$ cat src/design/clock_ring_display_frame_encoder_assert.svh
// assertion macros for the frame encoder
`ifndef CLOCK_RING_DISPLAY_FRAME_ENCODER_ASSERT_SVH
`define CLOCK_RING_DISPLAY_FRAME_ENCODER_ASSERT_SVH

`ifndef SYNTHESIS
`define CRDFE_ASSERT(lbl, clk, rstn, prop) \
    lbl: assert property (@(posedge clk) disable iff (!(rstn)) prop) \
        else $error("%m: property failed");
`define CRDFE_ASSERT_NEVER(lbl, clk, rstn, expr) \
    lbl: assert property (@(posedge clk) disable iff (!(rstn)) !(expr)) \
        else $error("%m: forbidden condition seen");
`else
`define CRDFE_ASSERT(lbl, clk, rstn, prop)
`define CRDFE_ASSERT_NEVER(lbl, clk, rstn, expr)
`endif

`endif

$ cat src/design/crdfe_pkg.sv
package crdfe_pkg;

    localparam int unsigned RING_DOTS   = 60;
    localparam int unsigned FRAMES      = 5;
    localparam int unsigned IMAGE_BYTES = 20;

    typedef enum logic [1:0] {
        ACT_TIME = 2'd0,
        ACT_CW   = 2'd1,
        ACT_CCW  = 2'd2,
        ACT_NONE = 2'd3
    } t_action;

    localparam logic REG_RING_BRIGHTNESS  = 1'b0;
    localparam logic REG_DIGIT_BRIGHTNESS = 1'b1;

    localparam logic [7:0] SEG_COLON = 8'h80;
    localparam logic [7:0] SEG_ZERO  = 8'h3F;

    localparam logic BUS_RING  = 1'b0;
    localparam logic BUS_DIGIT = 1'b1;

    typedef struct packed {
        logic [5:0] dot_first;
        logic [5:0] dot_last;
        logic [7:0] seg_sec_tens;
        logic [7:0] seg_sec_ones;
        logic [7:0] seg_hour_tens;
        logic [7:0] seg_hour_ones;
        logic [7:0] seg_min_tens;
        logic [7:0] seg_min_ones;
    } t_job;

    typedef struct packed {
        logic [3:0] ring;
        logic [3:0] digit;
    } t_cfg;

    function automatic logic [2:0] f_tens(input logic [5:0] v);
        logic [2:0] t;
        if (v >= 6'd60) t = 3'd6;
        else if (v >= 6'd50) t = 3'd5;
        else if (v >= 6'd40) t = 3'd4;
        else if (v >= 6'd30) t = 3'd3;
        else if (v >= 6'd20) t = 3'd2;
        else if (v >= 6'd10) t = 3'd1;
        else t = 3'd0;
        return t;
    endfunction

    function automatic logic [3:0] f_ones(input logic [5:0] v);
        logic [6:0] prod;
        logic [5:0] rem;
        prod = 7'(f_tens(v)) * 7'd10;
        rem  = v - prod[5:0];
        return rem[3:0];
    endfunction

    function automatic logic [7:0] f_seg(input logic [3:0] d);
        logic [7:0] s;
        case (d)
            4'd0:    s = 8'h3F;
            4'd1:    s = 8'h06;
            4'd2:    s = 8'h5B;
            4'd3:    s = 8'h4F;
            4'd4:    s = 8'h66;
            4'd5:    s = 8'h6D;
            4'd6:    s = 8'h7D;
            4'd7:    s = 8'h07;
            4'd8:    s = 8'h7F;
            4'd9:    s = 8'h6F;
            default: s = 8'h00;
        endcase
        return s;
    endfunction

    function automatic logic f_frame_bus(input logic [2:0] k);
        logic b;
        unique case (k)
            3'd3, 3'd4: b = BUS_DIGIT;
            default:    b = BUS_RING;
        endcase
        return b;
    endfunction

    function automatic logic [6:0] f_frame_addr(input logic [2:0] k);
        logic [6:0] a;
        unique case (k)
            3'd0:    a = 7'h38;
            3'd1:    a = 7'h3A;
            3'd2:    a = 7'h3B;
            3'd3:    a = 7'h39;
            3'd4:    a = 7'h3A;
            default: a = 7'h38;
        endcase
        return a;
    endfunction

    function automatic logic [7:0] f_control(input logic [3:0] b);
        logic [2:0] s;
        s = b[3] ? 3'd7 : b[2:0];
        return {1'b0, s, 4'h7};
    endfunction

    // bit position of a ring dot in the raw image
    function automatic logic [7:0] f_dot_pos(input logic [5:0] d);
        logic [7:0] p;
        if (d == 6'd0) p = 8'd27;
        else if (d <= 6'd32) p = 8'd63 + 8'(d);
        else if (d <= 6'd56) p = 8'(d) - 8'd33;
        else p = 8'(d) - 8'd33;
        return p;
    endfunction

endpackage

$ cat src/design/crdfe_front.sv
module crdfe_front (
    input  logic                i_in_valid,
    input  logic                i_q_ready,
    input  logic [1:0]          i_action,
    input  logic [4:0]          i_hour,
    input  logic [5:0]          i_minute,
    input  logic [5:0]          i_second,
    input  logic                i_half_step,
    input  logic [5:0]          i_ring_count,
    output logic                o_push,
    output crdfe_pkg::t_job     o_job
);

    crdfe_pkg::t_action act;
    logic [5:0]         count_sat;
    logic [5:0]         hour_ext;

    assign act       = crdfe_pkg::t_action'(i_action);
    assign count_sat = (i_ring_count > 6'(crdfe_pkg::RING_DOTS)) ?
                       6'(crdfe_pkg::RING_DOTS) : i_ring_count;
    assign hour_ext  = {1'b0, i_hour};
    assign o_push    = i_in_valid && i_q_ready && (act != crdfe_pkg::ACT_NONE);

    always_comb begin
        o_job.dot_first     = '0;
        o_job.dot_last      = count_sat;
        o_job.seg_sec_tens  = crdfe_pkg::SEG_ZERO;
        o_job.seg_sec_ones  = crdfe_pkg::SEG_ZERO;
        o_job.seg_hour_tens = crdfe_pkg::SEG_ZERO;
        o_job.seg_hour_ones = crdfe_pkg::SEG_ZERO;
        o_job.seg_min_tens  = crdfe_pkg::SEG_ZERO;
        o_job.seg_min_ones  = crdfe_pkg::SEG_ZERO;
        unique case (act)
            crdfe_pkg::ACT_TIME: begin
                o_job.dot_last = (i_second >= 6'(crdfe_pkg::RING_DOTS - 1)) ?
                                 6'(crdfe_pkg::RING_DOTS) : i_second + 6'd1;
                o_job.seg_sec_tens  = crdfe_pkg::f_seg({1'b0, crdfe_pkg::f_tens(i_second)});
                o_job.seg_sec_ones  = crdfe_pkg::f_seg(crdfe_pkg::f_ones(i_second));
                o_job.seg_hour_tens = crdfe_pkg::f_seg({1'b0, crdfe_pkg::f_tens(hour_ext)})
                                      | (i_half_step ? 8'h00 : crdfe_pkg::SEG_COLON);
                o_job.seg_hour_ones = crdfe_pkg::f_seg(crdfe_pkg::f_ones(hour_ext));
                o_job.seg_min_tens  = crdfe_pkg::f_seg({1'b0, crdfe_pkg::f_tens(i_minute)});
                o_job.seg_min_ones  = crdfe_pkg::f_seg(crdfe_pkg::f_ones(i_minute));
            end
            crdfe_pkg::ACT_CW: begin
                o_job.dot_last = count_sat;
            end
            crdfe_pkg::ACT_CCW: begin
                o_job.dot_first = 6'(crdfe_pkg::RING_DOTS) - count_sat;
                o_job.dot_last  = 6'(crdfe_pkg::RING_DOTS);
            end
            crdfe_pkg::ACT_NONE: begin
                o_job.dot_last = '0;
            end
            default: begin
                o_job.dot_last = '0;
            end
        endcase
    end

endmodule

$ cat src/design/crdfe_queue.sv
module crdfe_queue #(
    parameter int unsigned DEPTH = 2
) (
    input  logic             i_clk,
    input  logic             i_rst_n,
    input  logic             i_push,
    input  crdfe_pkg::t_job  i_job,
    output logic             o_ready,
    output logic             o_valid,
    output crdfe_pkg::t_job  o_job,
    input  logic             i_pop
);

    localparam int unsigned PW = $clog2(DEPTH);
    localparam int unsigned CW = $clog2(DEPTH + 1);

    crdfe_pkg::t_job r_mem [DEPTH];
    logic [PW-1:0]   r_wr;
    logic [PW-1:0]   r_rd;
    logic [CW-1:0]   r_count;
    logic [PW-1:0]   n_wr;
    logic [PW-1:0]   n_rd;

    assign o_ready = (r_count != CW'(DEPTH));
    assign o_valid = (r_count != '0);
    assign o_job   = r_mem[r_rd];
    assign n_wr    = (r_wr == PW'(DEPTH - 1)) ? '0 : r_wr + 1'b1;
    assign n_rd    = (r_rd == PW'(DEPTH - 1)) ? '0 : r_rd + 1'b1;

    always_ff @(posedge i_clk) begin
        if (i_push) begin
            r_mem[r_wr] <= i_job;
        end
    end

    always_ff @(posedge i_clk) begin
        if (!i_rst_n) begin
            r_wr    <= '0;
            r_rd    <= '0;
            r_count <= '0;
        end else begin
            if (i_push) begin
                r_wr <= n_wr;
            end
            if (i_pop) begin
                r_rd <= n_rd;
            end
            case ({i_push, i_pop})
                2'b10:   r_count <= r_count + 1'b1;
                2'b01:   r_count <= r_count - 1'b1;
                default: r_count <= r_count;
            endcase
        end
    end

endmodule

$ cat src/design/crdfe_back.sv
`include "clock_ring_display_frame_encoder_assert.svh"

module crdfe_back (
    input  logic             i_clk,
    input  logic             i_rst_n,
    input  logic             i_q_valid,
    input  crdfe_pkg::t_job  i_q_job,
    output logic             o_q_pop,
    input  crdfe_pkg::t_cfg  i_cfg,
    output logic             o_out_valid,
    input  logic             i_out_ready,
    output logic             o_bus_select,
    output logic [6:0]       o_device_address,
    output logic [7:0]       o_control_byte,
    output logic [7:0]       o_data_byte0,
    output logic [7:0]       o_data_byte1,
    output logic [7:0]       o_data_byte2,
    output logic [7:0]       o_data_byte3,
    output logic             o_last_frame
);

    localparam int unsigned IW = crdfe_pkg::IMAGE_BYTES * 8;

    crdfe_pkg::t_job r_job;
    logic            r_busy;
    logic [2:0]      r_frame;
    logic            r_out_valid;
    logic [IW-1:0]   image;
    logic            can_load;
    logic            emit;
    logic            last;
    logic            bus;

    // raw display image of the held job
    always_comb begin
        image = '0;
        for (int d = 0; d < crdfe_pkg::RING_DOTS; d++) begin
            if ((6'(d) >= r_job.dot_first) && (6'(d) < r_job.dot_last)) begin
                image[crdfe_pkg::f_dot_pos(6'(d))] = 1'b1;
            end
        end
        image[12*8 +: 8] = r_job.seg_sec_tens;
        image[13*8 +: 8] = r_job.seg_sec_ones;
        image[16*8 +: 8] = r_job.seg_hour_tens;
        image[17*8 +: 8] = r_job.seg_hour_ones;
        image[18*8 +: 8] = r_job.seg_min_tens;
        image[19*8 +: 8] = r_job.seg_min_ones;
        // fixed hour and quarter dots
        image[3*8 +: 8] = image[3*8 +: 8] | 8'hF0;
        image[6*8 +: 8] = image[6*8 +: 8] | 8'h7F;
        image[7*8 +: 8] = image[7*8 +: 8] | 8'h1F;
    end

    assign can_load = !r_out_valid || i_out_ready;
    assign emit     = can_load && r_busy;
    assign last     = (r_frame == 3'(crdfe_pkg::FRAMES - 1));
    assign o_q_pop  = i_q_valid && (!r_busy || (emit && last));
    assign bus      = crdfe_pkg::f_frame_bus(r_frame);

    assign o_out_valid = r_out_valid;

    always_ff @(posedge i_clk) begin
        if (!i_rst_n) begin
            r_busy      <= 1'b0;
            r_frame     <= '0;
            r_out_valid <= 1'b0;
        end else begin
            if (can_load) begin
                r_out_valid <= r_busy;
            end
            if (emit) begin
                r_frame <= last ? '0 : r_frame + 1'b1;
                if (last) begin
                    r_busy <= 1'b0;
                end
            end
            if (o_q_pop) begin
                r_busy <= 1'b1;
            end
        end
    end

    always_ff @(posedge i_clk) begin
        if (o_q_pop) begin
            r_job <= i_q_job;
        end
        if (emit) begin
            o_bus_select     <= bus;
            o_device_address <= crdfe_pkg::f_frame_addr(r_frame);
            o_control_byte   <= crdfe_pkg::f_control(bus ? i_cfg.digit : i_cfg.ring);
            o_data_byte0     <= image[{r_frame, 2'd0, 3'b000} +: 8];
            o_data_byte1     <= image[{r_frame, 2'd1, 3'b000} +: 8];
            o_data_byte2     <= image[{r_frame, 2'd2, 3'b000} +: 8];
            o_data_byte3     <= image[{r_frame, 2'd3, 3'b000} +: 8];
            o_last_frame     <= last;
        end
    end

    `CRDFE_ASSERT(a_frames_run_on, i_clk, i_rst_n, (o_out_valid && i_out_ready && !o_last_frame) |=> o_out_valid)
    `CRDFE_ASSERT(a_last_on_digit_bus, i_clk, i_rst_n, (o_out_valid && o_last_frame) |-> (o_bus_select && (o_device_address == crdfe_pkg::f_frame_addr(3'(crdfe_pkg::FRAMES - 1)))))
    `CRDFE_ASSERT(a_stall_holds_frame, i_clk, i_rst_n, (r_busy && r_out_valid && !i_out_ready) |=> $stable(r_frame))
    `CRDFE_ASSERT_NEVER(a_frame_range, i_clk, i_rst_n, r_frame > 3'(crdfe_pkg::FRAMES - 1))

endmodule

$ cat src/design/clock_ring_display_frame_encoder.sv
// clock face and loading ring display encoder
// input channel: i_in_valid / o_in_ready with action, hour, minute, second,
// half_step and ring_count; an action code of 3 is accepted and dropped
// output channel: o_out_valid / i_out_ready, one driver frame per transaction,
// five frames per item: three ring bus frames then two digit bus frames,
// o_last_frame marks the fifth
// config channel: i_cfg_valid / o_cfg_ready, always ready; index 0 ring
// brightness, index 1 digit brightness, both 7 after reset
// path: an item passes the job queue, the held job register, then the output
// register; throughput: one frame per cycle while i_out_ready holds, set by the
// output register that the frame sequencer fills once per cycle
// a small job queue sits between the input classifier and the sequencer, so
// the input keeps taking items while frames wait at a stalled receiver;
// when the queue is full o_in_ready drops
// reset (synchronous, active low) empties the queue, drops any frame in
// flight and restores both brightness registers
module clock_ring_display_frame_encoder #(
    parameter int unsigned QUEUE_DEPTH = 2
) (
    input  logic       i_clk,
    input  logic       i_rst_n,
    input  logic       i_in_valid,
    output logic       o_in_ready,
    input  logic [1:0] i_action,
    input  logic [4:0] i_hour,
    input  logic [5:0] i_minute,
    input  logic [5:0] i_second,
    input  logic       i_half_step,
    input  logic [5:0] i_ring_count,
    output logic       o_out_valid,
    input  logic       i_out_ready,
    output logic       o_bus_select,
    output logic [6:0] o_device_address,
    output logic [7:0] o_control_byte,
    output logic [7:0] o_data_byte0,
    output logic [7:0] o_data_byte1,
    output logic [7:0] o_data_byte2,
    output logic [7:0] o_data_byte3,
    output logic       o_last_frame,
    input  logic       i_cfg_valid,
    output logic       o_cfg_ready,
    input  logic       i_cfg_index,
    input  logic [3:0] i_cfg_data
);

    crdfe_pkg::t_cfg r_cfg;
    crdfe_pkg::t_job push_job;
    crdfe_pkg::t_job q_job;
    logic            push;
    logic            q_ready;
    logic            q_valid;
    logic            q_pop;

    assign o_cfg_ready = 1'b1;
    assign o_in_ready  = q_ready;

    always_ff @(posedge i_clk) begin
        if (!i_rst_n) begin
            r_cfg.ring  <= 4'd7;
            r_cfg.digit <= 4'd7;
        end else if (i_cfg_valid) begin
            unique case (i_cfg_index)
                crdfe_pkg::REG_RING_BRIGHTNESS:  r_cfg.ring  <= i_cfg_data;
                crdfe_pkg::REG_DIGIT_BRIGHTNESS: r_cfg.digit <= i_cfg_data;
                default:                         r_cfg       <= r_cfg;
            endcase
        end
    end

    crdfe_front u_front (
        .i_in_valid   (i_in_valid),
        .i_q_ready    (q_ready),
        .i_action     (i_action),
        .i_hour       (i_hour),
        .i_minute     (i_minute),
        .i_second     (i_second),
        .i_half_step  (i_half_step),
        .i_ring_count (i_ring_count),
        .o_push       (push),
        .o_job        (push_job)
    );

    crdfe_queue #(
        .DEPTH (QUEUE_DEPTH)
    ) u_queue (
        .i_clk   (i_clk),
        .i_rst_n (i_rst_n),
        .i_push  (push),
        .i_job   (push_job),
        .o_ready (q_ready),
        .o_valid (q_valid),
        .o_job   (q_job),
        .i_pop   (q_pop)
    );

    crdfe_back u_back (
        .i_clk            (i_clk),
        .i_rst_n          (i_rst_n),
        .i_q_valid        (q_valid),
        .i_q_job          (q_job),
        .o_q_pop          (q_pop),
        .i_cfg            (r_cfg),
        .o_out_valid      (o_out_valid),
        .i_out_ready      (i_out_ready),
        .o_bus_select     (o_bus_select),
        .o_device_address (o_device_address),
        .o_control_byte   (o_control_byte),
        .o_data_byte0     (o_data_byte0),
        .o_data_byte1     (o_data_byte1),
        .o_data_byte2     (o_data_byte2),
        .o_data_byte3     (o_data_byte3),
        .o_last_frame     (o_last_frame)
    );

endmodule
$ cat config.mk
export PLATFORM = sky130hd
export DESIGN_NAME = clock_ring_display_frame_encoder
export DESIGN_NICKNAME = d
export VERILOG_FILES = /design/src/design/crdfe_pkg.sv /design/src/design/crdfe_front.sv /design/src/design/crdfe_queue.sv /design/src/design/crdfe_back.sv /design/src/design/clock_ring_display_frame_encoder.sv
export VERILOG_INCLUDE_DIRS = /design/src /design/src/design
export SDC_FILE = /design/constraint.sdc
export NUM_CORES = 1
export LEC_CHECK = 0
export BUFFER_PORTS_ARGS = -buffer_cell sky130_fd_sc_hd__buf_2
export CORE_MARGIN = 4
export CORE_UTILIZATION = 30
export CTS_CLUSTER_DIAMETER = 150
export DETAILED_ROUTE_END_ITERATION = 16
export GPL_TIMING_DRIVEN = 0
export HOLD_SLACK_MARGIN = 0.05
export PLACE_DENSITY = 0.48
export RECOVER_POWER = 50
export SLEW_MARGIN = 20
export SYNTH_ARGS = -nofsm -noshare
export SYNTH_HDL_FRONTEND = slang
export SYNTH_HIERARCHICAL = 1
export SYNTH_SLANG_ARGS = --single-unit
$ cat constraint.sdc
create_clock -name i_clk -period 10 [get_ports i_clk]
set_clock_uncertainty 0.1 [all_clocks]
set_input_delay 1 -clock i_clk [delete_from_list [all_inputs] [get_ports i_clk]]
set_output_delay 1 -clock i_clk [all_outputs]
set_load 0.05 [all_outputs]
After elaboration in Yosys (flattened, before gate mapping) --
Memories as Yosys holds them, arrays and structs flattened. A register that Yosys moved wholly into a read port is not among the register bits. Index checks and enable logic that the tools add are counted.
Storage, ports and cells: bits in read-only memories 504, RAM bits 120, memories 7, bits in registers 61
Memory list:
- u_queue.r_mem | depth 2, bits a word 60, rd ports 1, clocked after Yosys merged registers in 1, write ports 1, line crdfe_queue.sv:17 | crdfe_pkg::t_job r_mem [DEPTH];
- (name not given) | depth 16, bits a word 7, rd ports 1, clocked after Yosys merged registers in 0, write ports 0, line crdfe_pkg.sv:61 | case (d)
- (name not given) | depth 16, bits a word 7, rd ports 1, clocked after Yosys merged registers in 0, write ports 0, line crdfe_pkg.sv:61
- (name not given) | depth 16, bits a word 7, rd ports 1, clocked after Yosys merged registers in 0, write ports 0, line crdfe_pkg.sv:61
- (name not given) | depth 8, bits a word 7, rd ports 1, clocked after Yosys merged registers in 0, write ports 0, line crdfe_pkg.sv:61
- (name not given) | depth 8, bits a word 7, rd ports 1, clocked after Yosys merged registers in 0, write ports 0, line crdfe_pkg.sv:61
- +1 memories
Operators by class: bitwise logic cells 61, reductions and logical operators 139, multipliers 3, mux-type cells 280, $lt $le $gt $ge 260, $add $sub $neg 10, shift operators 4, eq/ne operators 11
Operator list (count):
- two-way mux 128 bit | 60
- bitwise OR 128 bit | 59
- indexed part select 160 x 9 -> 8 bit | 4
- < comparator 8 x 9 -> 1 bit (second input constant) | 60
- two-way mux 8 bit | 62
- demux 1 bit (select 8 bit) | 60
- greater-or-equal comparator 8 x 1 -> 1 bit (second input constant) | 60
- greater-or-equal comparator 6 bit (first input constant) | 28
- < comparator 6 bit (first input constant) | 28
- logical AND 1 bit | 125
- greater-or-equal comparator 5 x 6 -> 1 bit (first input constant) | 16
- < comparator 5 x 6 -> 1 bit (first input constant) | 16
- two-way mux 1 bit | 71
- two-way mux 3 bit | 19
- greater-or-equal comparator 4 x 6 -> 1 bit (first input constant) | 8
- < comparator 4 x 6 -> 1 bit (first input constant) | 8
- two-way mux 48 bit | 1
- greater-or-equal comparator 6 bit (second input constant) | 7
- greater-or-equal comparator 3 x 6 -> 1 bit (first input constant) | 4
- greater-or-equal comparator 6 x 5 -> 1 bit (second input constant) | 4
- < comparator 3 x 6 -> 1 bit (first input constant) | 4
- case mux 6 bit (4 select lines) | 1
- greater-or-equal comparator 5 x 6 -> 1 bit (second input constant) | 3
- two-way mux 6 bit | 3
- other kinds (33) | 57

Depth between registers and ports, before layout --
depth after elaboration 127, gate-level depth with buffers 14

Modules after synthesis --
The synthesis kept the hierarchy.
By module, submodules not included:
- crdfe_back | seq. area each 3072.9 um^2, times used 1, cells an instance 459, area an instance 5272.6 um^2
- crdfe_queue | seq. area each 3703.6 um^2, times used 1, cells an instance 209, area an instance 4544.4 um^2
- crdfe_front | seq. area each 0.0 um^2, times used 1, cells an instance 311, area an instance 2063.2 um^2
- clock_ring_display_frame_encoder | seq. area each 160.2 um^2, times used 1, cells an instance 36, area an instance 331.6 um^2

Least setup slack after synthesis --
OpenSTA, ideal clock, no wires.
path type input to register, from input i_action[1], to memory u_queue/r_mem[0][0] (netlist bit), enable pin, slack 5423 ps, data arrival time 3998 ps, stages 4, path through clkbuf_1 -> a21oi_1 -> inv_1 -> nor2_1
Between the ends: cells in the longest elaborated chain, start to end 4
Ends and longest elaborated chain:
- start, declared | line clock_ring_display_frame_encoder.sv:24 | input logic [1:0] i_action,
- inequality test 2 bit | line crdfe_front.sv:22 | assign o_push = i_in_valid && i_q_ready && (act != crdfe_pkg::ACT_NONE);
- logical AND 1 bit | line crdfe_front.sv:22
- net push | line clock_ring_display_frame_encoder.sv:49 | logic push;
- two-way mux 1 bit | line crdfe_queue.sv:31 | if (i_push) begin
- two-way mux 1 bit (implied by the code) | line crdfe_queue.sv:32 | r_mem[r_wr] <= i_job;
- end, declared | line crdfe_queue.sv:17
The timed path passes the listed nets, and every way through them passes these cells.

Final worst setup path --
from input i_action[0], to memory u_queue/r_mem[1][13] (netlist bit), enable pin
Same word-level chain as after synthesis.

==> flow_summary.yaml <==
critical_path:
  critPathRequiredTime_ns: 10.00
  rr_endpoint: "u_queue/r_mem[1][13]$_DFFE_PP_"
  crit_fanout: 47
  arrival_ns: 4.77
  crit_type: "input pin to flip-flop"
  crit_path_end_kind: "flip-flop"
  r2r_start: "u_queue/r_count[0]$_SDFFE_PN0P_"
  r2r_setup_slack_ns: 5.49
  rr_worst_depth: 5
  worstSetupStartpointType: "input pin"
global_route:
  grt_use_total: 0.1509
  antenna_found_initial: 0
  grt_pass1_vias: 8337
  grt_max_degree: 48
  overflow: 0
  grt_pass1_wl_um: 51540
job:
  max-cap-violations: 2
detailed_routing:
  remaining_drc_errors: 0
  vias_per_cell: 5.032
  drtPass1Iterations: 5
  ant_nets: 0
  wl_per_cell_um: 20.44
  drt-total-wl_um: 34330
  drt_iter0_markers: 689
  vias: 8453
cells_and_area:
  finalInstanceArea_mm2: 0.01408
  layout_commonest_cell: "edfxtp_1"
  area_growth_pct: 15.34
  postLayoutCoreUtil: 0.3521
  nNetsFinal: 1215
  layout.cells.most_common_list: "edfxtp_1, clkbuf_1, nand2_1, mux2_1, buf_2"
  insertedDiodeCount: 0
  drive_gt1_frac: 0.1177
yosys:
  syn_area_per_cell_um2: 12.03
  synthDominantCellAreaShare: 0.5385
  syn_inst: 1015
  yosys.cell_types.count: 88
  async_flop_share: 0
  synth_area_mm2: 0.01221
  ys_seq_area_frac: 0.5680
  yosys_register_bits: 237
  yosys.area.top_type: "edfxtp_1"
  synth_edf_count: 219
  ys_warn_count: 6
  synthTopCellsByArea: "edfxtp_1, mux2_1, ha_1, dfxtp_1, o21ai_0"
  ys.flop_type: "edfxtp_1"
min_path:
  hp-class: "flip-flop to flip-flop"
  min_from: "r_cfg[6]$_SDFFE_PN1P_"
  whs_endpoint: "r_cfg[6]$_SDFFE_PN1P_"
  hold_depth: 2
sta:
  period_needed_ns: 4.773
  tightest_slew_ns: 2.808
  setup_ws_ns: 5.227
  fin_crit_sh: 0.4773
  fmax_mhz: 209.5
  setup_viol: 0
  slew_violations: 81
  rsz0062_at_grt: "false"
  slew_headroom: -0.8722
  fin_tns_setup_ns: 0
  hold_viol: 0
place:
  placed_cell_area_mm2: 0.01345
  dp_slack_ns: 5.524
  port_buffers: 74
  dp_hpwl_um: 24900
  place_congestion: 0.9337
clock_tree:
  postCtsSetupRepairBufs: 0
  cts_resized: 0
  root_buffer: "clkbuf_16"
  clock-sinks: 237
  clock_latency_ns: 0.55
  cts.htree.levels: 1
  cts_buffers: 27
  ctsHoldBuffers: 0
  tritoncts: "done"
  cts.path.max_buffers: 3
  clk_pin_slew_ns: 0.06
die:
  coreArea_mm2: 0.04001
  start_util: 0.3052
  die_h_um: 209.8
  row_count: 73
  ios: 88
  die_width_um: 209.8
  dieArea_mm2: 0.04400
power_and_ir_drop:
  p_total_mw: 3.767
  ir_worst_vdd_uv: 103.0
  powerDensity_mw_per_mm2: 267.5
  p_leak_nw: 4.860
outcome:
  status: "complete, but fails checks"
  violations: "max-capacitance violations, max-slew violations"
## critical path, cell delays in order
cell	delay, ns
clkbuf_1	0.13
clkbuf_1	0.24
a21oi_1	0.31
and2_0	0.97
clkbuf_1	2.05
## Yosys cell counts, drive strengths merged, types with 13 or more instances
| cell | count |
|---|---|
| a21o | 13 |
| a21oi | 45 |
| a31oi | 16 |
| and2 | 18 |
| buf | 56 |
| clkbuf | 26 |
| dfxtp | 18 |
| edfxtp | 219 |
| ha | 40 |
| inv | 45 |
| mux2 | 60 |
| nand2 | 65 |
| nand2b | 15 |
| nand3 | 28 |
| nor2 | 51 |
| nor2b | 16 |
| nor3 | 18 |
| o211ai | 22 |
| o21ai | 54 |
## metal layers
metal / up-vias / GRT usage / wire length (µm) / share of wire
met5: - / 0 / 0 / 0
met1: 4135 / 0.2104 / 15970 / 0.47
met3: 43 / 0.02466 / 1704 / 0.050
li1: 4054 / - / - / -
met4: 0 / 0.03780 / 669 / 0.019
met2: 221 / 0.2467 / 15990 / 0.47
## worst max path at each step
stage	start	end	slack, ns	cells past startpoint
global placement	i_action[0]	u_queue/r_mem[0][13]$_DFFE_PP_	3.01	5
floorplan	i_action[1]	u_queue/r_mem[0][0]$_DFFE_PP_	5.42	4
CTS	i_second[3]	u_queue/r_mem[1][38]$_DFFE_PP_	6.09	13
global route	i_action[0]	u_queue/r_mem[1][8]$_DFFE_PP_	4.74	5
finish	i_action[0]	u_queue/r_mem[1][13]$_DFFE_PP_	5.23	5
detailed placement	i_second[3]	u_queue/r_mem[1][32]$_DFFE_PP_	5.52	12
## layout make-up
class | count | area, µm²
plain buffers | 82 | 432.9
clock buffers | 34 | 701.9
clock inverters | 14 | 87.58
fillers | 3998 | 25920
inverters | 45 | 168.9
multi-input cells | 663 | 4672
flip-flops and latches | 237 | 6937
well taps | 525 | 656.9
repair buffers | 80 | 427.9
## where the power goes
group | switching [mW] | internal, mW
clock network | 0.389 | 0.498
logic | 0.984 | 0.388
registers | 0.104 | 1.40
total | 1.48 | 2.29
## sequential cells by signal, summed over array words and instances, names as in the netlist, 3 cells and up, named ones only
register and cells:
r_cfg 8, u_back/o_data_byte1 8, u_back/r_job 12, u_back/r_frame 3, u_back/image 48, u_queue/r_mem 120
u_back/o_data_byte0 8, u_back/o_data_byte2 8, u_back/o_data_byte3 8, u_back/o_control_byte 3
## stage by stage
stage / hold WS (ns) / instances
6_report: 0.3607 / 1680
5_1_grt: 0.3765 / 1680
4_1_cts: 0.3630 / 1680
3_5_place_dp: 0.3540 / 1632
3_3_place_gp: 0.3500 / 1626
2_1_floorplan: 0.3318 / 1027
## cells by family after synthesis
group | count (synthesis) | synth area share
mux | 66 | 0.06025
xor+xnor | 9 | 0.006454
fa+ha+maj | 44 | 0.04672
other cells | 5 | 0.001537
buf+inv | 127 | 0.05205
flops | 237 | 0.5680
compound gates | 257 | 0.1447
simple gates | 270 | 0.1203
Power figures use the tool's default switching activity.
